<file path="src/rtss_ram.sv">
// ----------------------------------------------------------------------------
// rtss_ram
// Generic RAM, one write port, one read port, registered read (read-first).
// ----------------------------------------------------------------------------
module rtss_ram #(
  parameter int WIDTH = 8,
  parameter int DEPTH = 32
) (
  input  logic                     clk,
  input  logic                     we,
  input  logic [$clog2(DEPTH)-1:0] waddr,
  input  logic [WIDTH-1:0]         wdata,
  input  logic [$clog2(DEPTH)-1:0] raddr,
  output logic [WIDTH-1:0]         rdata
);

  logic [WIDTH-1:0] mem [DEPTH];

  always_ff @(posedge clk) begin
    rdata <= mem[raddr];
    if (we) begin
      mem[waddr] <= wdata;
    end
  end

endmodule

</file>
<file path="config.mk">
export PLATFORM = sky130hd
export DESIGN_NAME = rtss_ram
export DESIGN_NICKNAME = d
export VERILOG_FILES = /design/src/rtss_ram.sv
export SDC_FILE = /design/constraint.sdc
export NUM_CORES = 1
export LEC_CHECK = 0
export BUFFER_PORTS_ARGS = -buffer_cell sky130_fd_sc_hd__buf_4
export CAP_MARGIN = 20
export CORE_MARGIN = 5
export CORE_UTILIZATION = 57
export DETAILED_ROUTE_END_ITERATION = 7
export GPL_TIMING_DRIVEN = 0
export MAX_ROUTING_LAYER = met4
export PLACE_DENSITY_LB_ADDON = 0.08
export SLEW_MARGIN = 15
export SYNTH_ARGS = -nofsm -noshare
export SYNTH_HDL_FRONTEND = slang
export SYNTH_SLANG_ARGS = --single-unit
</file>
<file path="constraint.sdc">
create_clock -name clk -period 2.1 [get_ports clk]
set_input_delay 0.105 -clock clk [delete_from_list [all_inputs] [get_ports clk]]
set_output_delay 0.105 -clock clk [all_outputs]
set_load 0.005 [all_outputs]
</file>
# [After elaboration in Yosys (flattened, before gate mapping)]
# Memories as Yosys holds them, arrays and structs flattened. A register that Yosys moved wholly into a read port is not among the register bits.
# Cells that the tools add are included.
[op_classes] n_mux=2
[op_table] cell="two-way mux 1 bit" n=2
[totals] ff_bits=0 ramBits=256 output_inout_bits=8 wordCells=3 mem_count=1
[memory_table] name="mem" words=32 word_bits=8 rd=1 rd_ports_with_merged_regs=1 write_ports=1 line_no="17" source="logic [WIDTH-1:0] mem [DEPTH];"

# [Depth between registers and ports, before layout]
[depth] ltp_word=2 ltp_mapped=5

# [Least setup slack after synthesis]
# Ideal clock, no wire load.
[synth_timing] path_kind="input to register" start="in raddr[2]" end="reg rdata[0] (read register of mem)" arrival_time_ns=1.787 t_required_ns=1.979 setup_slack_ns=0.193 stages=5 n_path_buf=2 cell_sequence="clkbuf_1 > clkbuf_1 > mux4_2 > mux4_2 > mux2_2"
[synth_lines] item="start: declaration" line_no="13" source="input logic [$clog2(DEPTH)-1:0] raddr,"
[synth_lines] item="end: declaration" line_no="14" source="output logic [WIDTH-1:0] rdata"

==> results.tsv <==
metric	value	unit
synth_warnings	0	
cpLargestDelayFamily	multiplexers	
period_needed	2.008	ns
syn_inst	417	
finalSetupViolations	0	
cts.sink_count	264	
reg2reg_slack	0.26	ns
fin_area	11400	um^2
io_buffers	22	
max_cap_violations	0	
critPathBufInv	2	
grt_pass1_vias	4514	
path_depth	5	
crit_top_cell	mux4_2	
gr-total-overflow	0	
cp-start-kind	primary input	
crit_chain	clkbuf_1 > buf_1 > mux4_2 > mux4_2 > mux2_2	
nNetsFinal	489	
drt-total-wl	19640	um
leakagePower	3.583	nW
vias	4414	
antenna_found_initial	0	
die_area	20390	um^2
dp_hpwl	12670	um
max_freq	498.0	MHz
clock_skew	0.007480	ns
status	completed	
clock_path_buffers	3	
cp.required	2.50	ns
ir_drop	788.4	uV
hold_path_end	mem[14][7]$_DFFE_PP_	
powerDensity	979.9	nW/um^2
track_usage	20.75	%
grt_max_degree	33	
fin_cells	714	
slowest_delay	0.56	ns
final_hold_viol_count	0	
io_pins	28	
grt_setup_unrepaired	false	
timing.rr.start	mem[23][1]$_DFFE_PP_	
hold_path.class	in -> reg	
hold_start	wdata[7]	
hold_depth	1	
grt_pass1_wl	29500	um
areaGrowthSynthToFinish	13.42	%
timing.rr.end	rdata[1]$_DFF_P_	
numCtsBuffers	27	
synth_area_leaders	edfxtp_1 (76%), mux4_2 (18%), dfxtp_1 (1.6%)	
drive_above_1_share	34.97	%
insertion_delay	0.52	ns
worstPathArrival	2.41	ns
crit_fanout	10	
root_buffer	clkbuf_16	
post_dp_cell_area	10500	um^2
ys_seq_elements	264	
cts_tree	yes	
synth.avg_cell_area	24.11	um^2
nFillCells	1108	
yosys.cell_types.count	15	
place_congestion	0.7814	
clk_pin_slew	0.06	ns
cpMaxStageDelayCell	buf_1	
critPathKind	in -> reg	
tightest_slew	0.8417	ns
synth_nets	437	
die_x	142.8	um
drt-wirelength-per-cell	27.51	um
drtPass1Iterations	5	
coreArea	17300	um^2
slew_headroom	43.68	%
yosysTopAreaCell	edfxtp_1	
die_h	142.8	um
yosys.area.top_type_share	76.47	%
viasPerCell	6.182	
worstRegToRegCells	3	
slew_violations	0	
synth-seq-area-share	78.06	%
drt_iter0_markers	472	
multi_input_area	2100	um^2
h-tree-depth	1	
cp-end-kind	flop	
timing.final.crit_share	95.61	%
rows	48	
antenna_left	0	
seqCellArea	7848	um^2
antenna_cells	0	
initial_utilization	58.12	%
dp.cells	664	
drcViolationCount	0	
syn-cell-area	10050	um^2
[area by class of cell]
cell class | count | share of cell area, %
flip-flops and latches | 264 | 68.82
multi-input cells | 133 | 18.41
clock buffers | 32 | 6.266
well taps | 225 | 2.469
repair buffers | 23 | 1.536
clock inverters | 17 | 1.514
plain buffers | 20 | 0.9766
[state kept, by name, indices dropped and copies added (netlist names)]
register and count:
mem 256, rdata 8
[cells in the final DEF, fill, tap and decap left out, types with 2 or more instances in the layout]
master      synthesis  final
clkbuf_16           0     27
nand3_1             2      2
clkbuf_2            0      4
mux4_2             80     80
clkbuf_8            0      2
dfxtp_1             8      8
bufinv_16           0      3
edfxtp_1          256    256
clkinvlp_4          0      2
mux2_2              8      8
nor2_1             33     33
nand3b_1            5      5
clkbuf_1            6      7
clkinv_2            0     10
or3b_2              3      3
buf_4               6     28
buf_1               6      4
[cell usage after synthesis (all sizes together)]
master and instances:
nand3 2, buf 14, mux2 8, clkbuf 6, nand3b 5, or3 1
or3b 3, nand2 1, mux4 80, nor2 33, edfxtp 256, dfxtp 8
[metrics by stage]
| stage | hold WS [ns] | total power, mW | setup slack, ns | setup TNS, ns | utilization [%] |
|---|---|---|---|---|---|
| after floorplan | 0.2039 | 6.299 | 0.1926 | 0 | - |
| after global placement | 0.4947 | 6.545 | -0.5820 | -4.365 | 60.71 |
| after detailed placement | 0.4970 | 6.562 | -0.5868 | -4.348 | 60.71 |
| after CTS | 0.0005574 | 11.25 | 0.001863 | 0 | 65.91 |
| after global routing | 0.01113 | 11.52 | 0.005860 | 0 | 65.92 |
| final | 0.01100 | 11.17 | 0.09217 | 0 | 65.92 |
[worst register-to-register path: stages, from the launching register on]
cell,delay (ns)
edfxtp_1,0.38
mux4_2,0.51
mux4_2,0.53
mux2_2,0.30
[where the power goes]
part	switching, mW	total, mW	internal, mW
Sequential	0.0202	5.88	5.86
Combinational	0.309	0.568	0.259
Clock	1.92	4.73	2.80
Total	2.25	11.2	8.92
[kinds of logic after synthesis]
logic type	share of synthesized area [%]
DFF	78.06
muxes	18.82
and+or+nand+nor	2.066
buffers and inverters	1.058
[metal layers]
layer,part of all wire [%],global-route usage (%),vias to the layer above
met3,6.7,3.550,22
met5,0,-,-
met1,45,32.15,2350
met4,1.5,3.852,0
met2,46,30.17,162
li1,-,-,1880
[worst max-delay path by stage]
stage	start	end	slack, ns
finish	raddr[2]	rdata[1]$_DFF_P_	0.09
global route	raddr[2]	rdata[2]$_DFF_P_	0.006
CTS	raddr[2]	rdata[7]$_DFF_P_	0.002
detailed placement	raddr[2]	rdata[7]$_DFF_P_	-0.59
global placement	raddr[2]	rdata[7]$_DFF_P_	-0.58
floorplan	raddr[2]	rdata[0]$_DFF_P_	0.19
[what timing repair did]
action / in CTS / in global routing
setup buffers: 0 / 0
endpoints found under the hold margin: 32 / 0
endpoints found under the setup margin: 7 / 6
gates resized for setup: 2 / 2
hold buffers: 1 / 0
(Power assumes the default switching activity.)
