$ cat config.mk
export PLATFORM = sky130hd
export DESIGN_NAME = rtss_cmp
export DESIGN_NICKNAME = d
export VERILOG_FILES = /design/src/rtss_pkg.sv /design/src/rtss_cmp.sv
export SDC_FILE = /design/constraint.sdc
export NUM_CORES = 1
export LEC_CHECK = 0
export BUFFER_PORTS_ARGS = -buffer_cell sky130_fd_sc_hd__buf_2
export CAP_MARGIN = 30
export CORE_MARGIN = 2
export CORE_UTILIZATION = 25
export DETAILED_ROUTE_END_ITERATION = 10
export SYNTH_ARGS = -nofsm -noshare
export SYNTH_HDL_FRONTEND = slang
export SYNTH_SLANG_ARGS = --single-unit
export TNS_END_PERCENT = 20
$ cat constraint.sdc
create_clock -name vclk -period 7.3
set_input_delay 2.19 -clock vclk [all_inputs]
set_output_delay 2.19 -clock vclk [all_outputs]
set_load 0.03 [all_outputs]
$ cat src/rtss_pkg.sv
// ----------------------------------------------------------------------------
// rtss_pkg
// Shared codes and string helpers for the record table.
// ----------------------------------------------------------------------------
package rtss_pkg;

  localparam int unsigned STR_BITS = 256;

  localparam logic [2:0] CMD_PUSH      = 3'd0;
  localparam logic [2:0] CMD_REMOVE    = 3'd1;
  localparam logic [2:0] CMD_SORT_NAME = 3'd2;
  localparam logic [2:0] CMD_SORT_TYPE = 3'd3;
  localparam logic [2:0] CMD_SORT_PRI  = 3'd4;
  localparam logic [2:0] CMD_SEARCH    = 3'd5;
  localparam logic [2:0] CMD_READ      = 3'd6;

  localparam logic [2:0] ST_OK         = 3'd0;
  localparam logic [2:0] ST_FULL       = 3'd1;
  localparam logic [2:0] ST_NOT_FOUND  = 3'd2;
  localparam logic [2:0] ST_UNSORTED   = 3'd3;
  localparam logic [2:0] ST_BAD_INDEX  = 3'd4;

  // zero every byte from the first zero byte on, and beyond chars
  function automatic logic [STR_BITS-1:0] canon(input logic [STR_BITS-1:0] v,
                                                input int unsigned chars);
    logic [STR_BITS-1:0] r;
    logic alive;
    r = '0;
    alive = 1'b1;
    for (int k = 0; k < STR_BITS / 8; k++) begin
      alive = alive && (v[k*8 +: 8] != 8'd0) && (k < chars);
      r[k*8 +: 8] = alive ? v[k*8 +: 8] : 8'd0;
    end
    return r;
  endfunction

  function automatic logic [7:0] fold(input logic [7:0] c);
    return (c >= 8'h41 && c <= 8'h5A) ? c + 8'h20 : c;
  endfunction

endpackage

$ cat src/rtss_cmp.sv
// ----------------------------------------------------------------------------
// rtss_cmp
// Case-insensitive string compare of two zero-padded strings.
// ----------------------------------------------------------------------------
module rtss_cmp #(
  parameter int CHARS = 32
) (
  input  logic [CHARS*8-1:0] a,
  input  logic [CHARS*8-1:0] b,
  output logic               lt,
  output logic               gt
);
  import rtss_pkg::*;

  logic [CHARS*8-1:0] fa;
  logic [CHARS*8-1:0] fb;

  // byte 0 goes to the top so a plain magnitude compare is lexicographic
  always_comb begin
    for (int k = 0; k < CHARS; k++) begin
      fa[(CHARS-1-k)*8 +: 8] = fold(a[k*8 +: 8]);
      fb[(CHARS-1-k)*8 +: 8] = fold(b[k*8 +: 8]);
    end
  end

  assign lt = fa < fb;
  assign gt = fa > fb;

endmodule

# [Word-level counts from Yosys, hierarchy flattened]
# Index checks and enable logic that the tools add are counted.
[classes] n_addsub=64 order_cmp=130 mux=64 n_reduce_logical=64
[ops] operator="$add 8x6->8 const B" count=64
[ops] operator="$ge 8x7->1 const B" count=64
[ops] operator="$le 8x7->1 const B" count=64
[ops] operator="$mux 8" count=64
[ops] operator="$gt 256x256->1" count=1
[ops] operator="$lt 256x256->1" count=1
[ops] operator="$logic_and 1x1->1" count=64
[totals] register_bits=0 output_inout_bits=2 word_cells=322

# [Logic depth before layout (Yosys ltp)]
# Gate-level depths: netlist of run 1.
[depth] depth_word=4 ltp_mapped=15

# [Least setup slack after synthesis of run 1]
# Ideal clock, no wire load.
[synth_timing] path_kind="in2out" startpoint="input a[18]" endpoint="output gt" arrival_ps=5597 setup_slack_ps=-487 path_stages=13 path_buffers=0 path_cell_list="or4_1 -> o22ai_1 -> nor4b_1 -> or2_2 -> ha_1 -> nand4_2 -> nor4_4 -> nand4_2 -> or4_4 -> a311o_1 -> o2111ai_1 -> nor3_2 -> nor2_2"
[synth_between] elab_chain_cells=4
[synth_rtl] item="from (decl)" line="rtss_cmp.sv:8" text="input logic [CHARS*8-1:0] a,"
[synth_rtl] item="$ge 8x7->1 or $le 8x7->1 (tied branches)" line="rtss_pkg.sv:38" text="return (c >= 8'h41 && c <= 8'h5A) ? c + 8'h20 : c;"
[synth_rtl] item="$logic_and 1x1->1" line="rtss_pkg.sv:38"
[synth_rtl] item="$mux 8 *" line="rtss_pkg.sv:38"
[synth_rtl] item="$gt 256x256->1 *" line="rtss_cmp.sv:27" text="assign gt = fa > fb;"
[synth_rtl] item="to (decl)" line="rtss_cmp.sv:11" text="output logic gt"
# Every way passes the cells marked *; elsewhere a longest branch is shown, timed or not.

# [Worst setup path in the final report of run 1]
[layout_timing] startpoint="input a[42]" endpoint="output lt"
[layout_between] elab_chain_cells=4
[layout_rtl] item="$ge 8x7->1 or $le 8x7->1 (tied branches)" line="rtss_pkg.sv:38"
[layout_rtl] item="$logic_and 1x1->1" line="rtss_pkg.sv:38"
[layout_rtl] item="$mux 8 *" line="rtss_pkg.sv:38"
[layout_rtl] item="$lt 256x256->1 *" line="rtss_cmp.sv:26" text="assign lt = fa < fb;"
[layout_rtl] item="to (decl)" line="rtss_cmp.sv:10" text="output logic lt,"
# Marks and branches as above.

==> results of run 1 <==
## layout by cell type (no fill, tap or decap), types with 3 or more instances in the layout
cell / count
ha_4: 5
nand3_1: 42
nor2_1: 47
buf_4: 439
o22ai_1: 20
and2_1: 3
buf_6: 3
o31ai_1: 22
nor4b_1: 61
o211ai_1: 5
a221o_1: 7
a21oi_1: 188
inv_1: 199
a211oi_1: 6
a21o_2: 4
o41a_1: 32
nand4_2: 5
o21a_1: 3
nor4_2: 5
diode_2: 18
buf_2: 512
or4_1: 32
nor4_4: 6
or2_2: 32
a221oi_1: 5
a21o_1: 60
nand2_1: 95
nand4_1: 59
or4_4: 4
o22ai_2: 18
nor3_1: 27
ha_1: 315
o21ai_0: 62
## layer usage
layer	part of all wire, %	global-route usage, %	wire [um]	vias up
met4	3.4	6.034	1519	18
li1	-	-	-	7463
met5	0.25	0	113	-
met1	41	22.31	18640	6700
met2	50	37.18	22390	421
met3	5.4	3.691	2455	108
## what timing repair did
action,CTS,global route
resized for setup,10,41
endpoints found under the setup margin,2,2
pin swaps,6,30
setup buffers,1,5
hold buffers,0,0
## power by group through the flow
stage | registers [W] | clock network, W | logic [W]
after detailed placement | 0 | 0 | 0.000926
after global routing | 0 | 0.000000000275 | 0.00108
after floorplan | 0 | 0 | 0.000408
final | 0 | 0.000000000331 | 0.000959
after CTS | 0 | 0 | 0.000938
after global placement | 0 | 0 | 0.000891
## metrics by stage
step	instances	hold slack, ns	power (W)	util (%)
2_1_floorplan	1422	4.846	0.0004078	-
3_5_place_dp	2903	5.294	0.0009264	41.55
5_1_grt	2924	5.263	0.001076	42.58
3_3_place_gp	2903	5.291	0.0008915	41.55
6_report	2927	5.225	0.0009588	42.60
4_1_cts	2904	5.250	0.0009384	41.73
## worst max-delay path: stages
cell and delay (ns):
buf_2 0.10, or4_4 0.54, o22ai_4 0.16, nor4b_2 0.08, or2_4 0.24, ha_4 0.24, a21o_1 0.15, a21o_1 0.17
a221o_1 0.30, a211o_2 0.38, a221oi_4 0.35, buf_6 0.16, o2111ai_4 0.12, nor3_4 0.29, buf_6 0.15, buf_12 0.11
## worst max path at each step
stage	from	endpoint	slack [ns]	cells after the start
2_1_floorplan	a[106]	gt	-0.14	12
3_5_place_dp	a[146]	gt	-0.87	15
5_1_grt	a[139]	lt	-0.79	15
3_3_place_gp	a[146]	gt	-0.79	15
6_report	a[42]	lt	-0.63	16
4_1_cts	a[42]	lt	-0.70	16
## synth_stat cells (all sizes together), types with 3 or more instances
cell    instances  area, um^2
ha            320        4004
or2            34       212.7
a21o           64       485.5
and2            4       26.28
o211ai          5       37.54
o41a           32       360.4
nor2           48       182.7
nor4b          63       551.8
o21ai          64       320.3
a221o           7       70.07
nand2          95       356.6
a21oi         189       945.9
o21a            3       22.52
a31oi           3       25.02
or4            36       274.0
a211oi          6       45.04
o22ai          40       250.2
nand3          44       220.2
nor4           13       117.6
nor3           28       145.1
nand4          65       444.2
o31ai          23       172.7
a221oi          8       70.07
inv           199       747.0
## cell families after synthesis
group | after synthesis | synth area share, %
buffers and inverters | 199 | 7.228
adder cells (fa/ha/maj) | 320 | 38.74
AND/OR/NAND/NOR | 438 | 25.06
AO/OA/AOI/OAI | 465 | 28.97
## layout make-up
cell class         instances  share of cell area (%)
diodes                    18                  0.2590
repair buffers           955                   33.99
inverters                199                   4.294
well taps                532                   3.827
multi-input cells       1223                   57.63
==> results.json, run 1 <==
{
  "hold_class": "in -> out",
  "synth_seq_area_share_pct": 0,
  "vias": 14710,
  "cp-start-kind": "primary input",
  "arrival_ns": 5.74,
  "fill_cells": 4166,
  "area_growth_pct": 68.31,
  "power_density_nw_per_um2": 55.12,
  "finalSetupTns_ns": -1.199,
  "drc_errors": 0,
  "fmax_mhz": 126.2,
  "grt_overflow_total": 0,
  "worst_slack_ns": -0.6254,
  "viasPerCell": 5.026,
  "min_period_ns": 7.925,
  "setup_violations": 2,
  "maxCapViolCount": 0,
  "min_path_cells": 7,
  "wl_per_cell_um": 15.41,
  "yosysWarnings": 0,
  "die_w_um": 207.3,
  "vdd_ir_drop_max_uv": 24.04,
  "rows": 74,
  "syn_area_um2": 10330,
  "internal_power_w": 0.0005065,
  "synth_cells": 1422,
  "wl_mm": 45.11,
  "first_global_vias": 14910,
  "criticalPathCategory": "in -> out",
  "grt_use_total_pct": 19.75,
  "gp_congestion": 0.9256,
  "required_ns": 5.11,
  "min_to": "gt",
  "port_buffers": 514,
  "worstHoldStart": "b[248]",
  "worstMarginPinSlew_ns": 0.5164,
  "multi_input_area_um2": 10020,
  "drtIter0Drc": 582,
  "start_util_pct": 25.31,
  "drt.antenna.violating_nets": 0,
  "p_leak_nw": 9.498,
  "place_hpwl_mm": 41.92,
  "end_kind": "primary output",
  "core_area_um2": 40830,
  "rsz0062_at_grt": "true",
  "violations": "setup timing",
  "slew_viol_final": 0,
  "period_share_pct": 108.6,
  "antenna_found_initial": 28,
  "finalInstanceArea_um2": 17390,
  "ys_types": 57,
  "power_frac_clock_pct": 0,
  "switching_power_w": 0.0004523,
  "relSlewSlack_pct": 65.28,
  "p_sw_share_pct": 47.17,
  "clock_buffers": 0,
  "syn_nets": 2254,
  "place_area_um2": 16970,
  "pre_cts_ws_ns": -0.8722,
  "pwr-share-seq_pct": 0,
  "die_area_um2": 42980,
  "ios": 514,
  "dr.pass1.iters": 5,
  "status": "complete, but fails checks",
  "seq_cells": 0,
  "grt_pass1_wl_mm": 71.10,
  "worst-path-max-fanout": 2,
  "syn-mean-instance-area_um2": 7.268,
  "regArea_um2": 0,
  "num-nets-final": 3211,
  "drive_gt1_share_pct": 44.68,
  "combPwrFrac_pct": 100.0,
  "hold_violations": 0,
  "die_h_um": 207.3,
  "grt_max_degree": 5
}
(Power assumes the default switching activity.)
==> run 2, diff against run 1 <==
- CORE_AREA: default -> 2 2 201 203
- CORE_MARGIN: 2 -> default
- CORE_UTILIZATION: 25 -> default
- DIE_AREA: default -> 0 0 203 205
- PLACE_DENSITY: default -> 0.65
==> run 2 against run 1 <==
Net effect: the run still ends with setup timing left; combinational power about the same; clock-buffer cell count unchanged; non-clock buffer count down 20; total power up 0.37%; core utilization up 1.5 points.
==> results.json, run 2 (synthesized netlist as in run 1, its figures left out) <==
{
  "status": "complete, but fails checks",
  "violations": "setup timing",
  "regArea_um2": 0,
  "vias": 14645,
  "fmax_mhz": 127.5,
  "pre_cts_ws_ns": -0.7498,
  "start_util_pct": 26.25,
  "drc_errors": 0,
  "critPathLaunch": "a[131]",
  "hold_class": "in -> out",
  "total_power_w": 0.0009623,
  "min_period_ns": 7.842,
  "relSlewSlack_pct": 60.95,
  "gp_congestion": 0.9791,
  "p_sw_share_pct": 47.77,
  "core_area_um2": 39370,
  "clock_buffers": 0,
  "grt_max_degree": 5,
  "internal_power_w": 0.0005026,
  "num-nets-final": 3191,
  "seq_cells": 0,
  "worst_slack_ns": -0.5421,
  "vdd_ir_drop_max_uv": 25.24,
  "grt_use_total_pct": 20.22,
  "power_density_nw_per_um2": 55.47,
  "maxCapViolCount": 0,
  "p_leak_nw": 9.426,
  "layout_commonest_cell": "buf_2",
  "slew_viol_final": 0,
  "final_cell_mix": "buf_2 (511), buf_4 (420), ha_1 (309)",
  "ios": 514,
  "worst-path-max-fanout": 2,
  "die_w_um": 203,
  "place_hpwl_mm": 41.65,
  "cpLargestDelayFamily": "simple AND/OR/NAND/NOR gates",
  "required_ns": 5.11,
  "final_core_util_pct": 44.07,
  "grt_pass1_wl_mm": 69.30,
  "rows": 73,
  "first_global_vias": 14849,
  "wl_per_cell_um": 15.75,
  "setup_violations": 2,
  "holdWs_ns": 5.208,
  "fill_cells": 3954,
  "criticalPathCategory": "in -> out",
  "antenna_found_initial": 16,
  "drive_gt1_share_pct": 44.76,
  "period_share_pct": 107.4,
  "combPwrFrac_pct": 100.0,
  "cpPeakStageDelay_ns": 0.54,
  "worstMarginPinSlew_ns": 0.5858,
  "viasPerCell": 5.064,
  "rsz0062_at_grt": "true",
  "cp_slowest_cell": "or4_1",
  "drt.antenna.violating_nets": 0,
  "finalSetupTns_ns": -1.073,
  "drtIter0Drc": 548,
  "worstHoldStart": "b[248]",
  "die_area_um2": 41620,
  "grt_overflow_total": 0,
  "port_buffers": 514,
  "die_h_um": 205,
  "hold_violations": 0,
  "pwr-share-seq_pct": 0,
  "area_growth_pct": 67.87,
  "wl_mm": 45.55,
  "switching_power_w": 0.0004597,
  "arrival_ns": 5.65,
  "cp_cell_sequence": "buf_2 > or4_1 > o22ai_2 > nor4b_1 > or2_2 > ha_4 > nand4_1 > nor4_4 > nand3_2 > or4_4 > a311o_1 > o2111ai_4 > nor3_4 > nor2_4 > buf_6",
  "cp.buffers_inverters": 2,
  "power_frac_clock_pct": 0,
  "cp-start-kind": "primary input",
  "end_kind": "primary output",
  "dr.pass1.iters": 5
}
run 2: timing repair:
| item | CTS | global route |
|---|---|---|
| setup endpoints to repair | 2 | 2 |
| resized for setup | 9 | 62 |
| pin swaps | 2 | 40 |
| setup buffers | 0 | 5 |
| hold buffers | 0 | 0 |
run 2: through the flow:
step	area, um^2	instances
6_report	17350	2892
5_1_grt	17350	2891
4_1_cts	16850	2877
3_5_place_dp	16800	2877
3_3_place_gp	16800	2877
2_1_floorplan	10450	1422
run 2: routing by layer:
metal / part of all wire [%] / GRT usage [%] / up-vias
met5: 0.18 / 0 / -
met1: 40 / 22.01 / 6765
met4: 2.5 / 5.109 / 14
met3: 5.6 / 3.309 / 79
li1: - / - / 7407
met2: 52 / 40.08 / 380
run 2: cell type report:
type	instances	area [um^2]	area share (%)
diodes	10	25.02	0.1442
inverters	199	747.0	4.306
multi-input cells	1223	10160	58.59
well taps	525	656.9	3.786
repair buffers	935	5756	33.17
run 2: worst paths after layout:
kind | end | cells past startpoint
worst min-delay path | gt | 7
worst max-delay path | gt | 15
run 2: power by group through the flow:
| stage | Sequential [W] | Combinational, W | Clock (W) |
|---|---|---|---|
| CTS | 0 | 0.000927 | 0 |
| global placement | 0 | 0.000881 | 0 |
| global route | 0 | 0.00108 | 0.000000000165 |
| detailed placement | 0 | 0.000916 | 0 |
| finish | 0 | 0.000962 | 0.000000000183 |
| floorplan | 0 | 0.000408 | 0 |
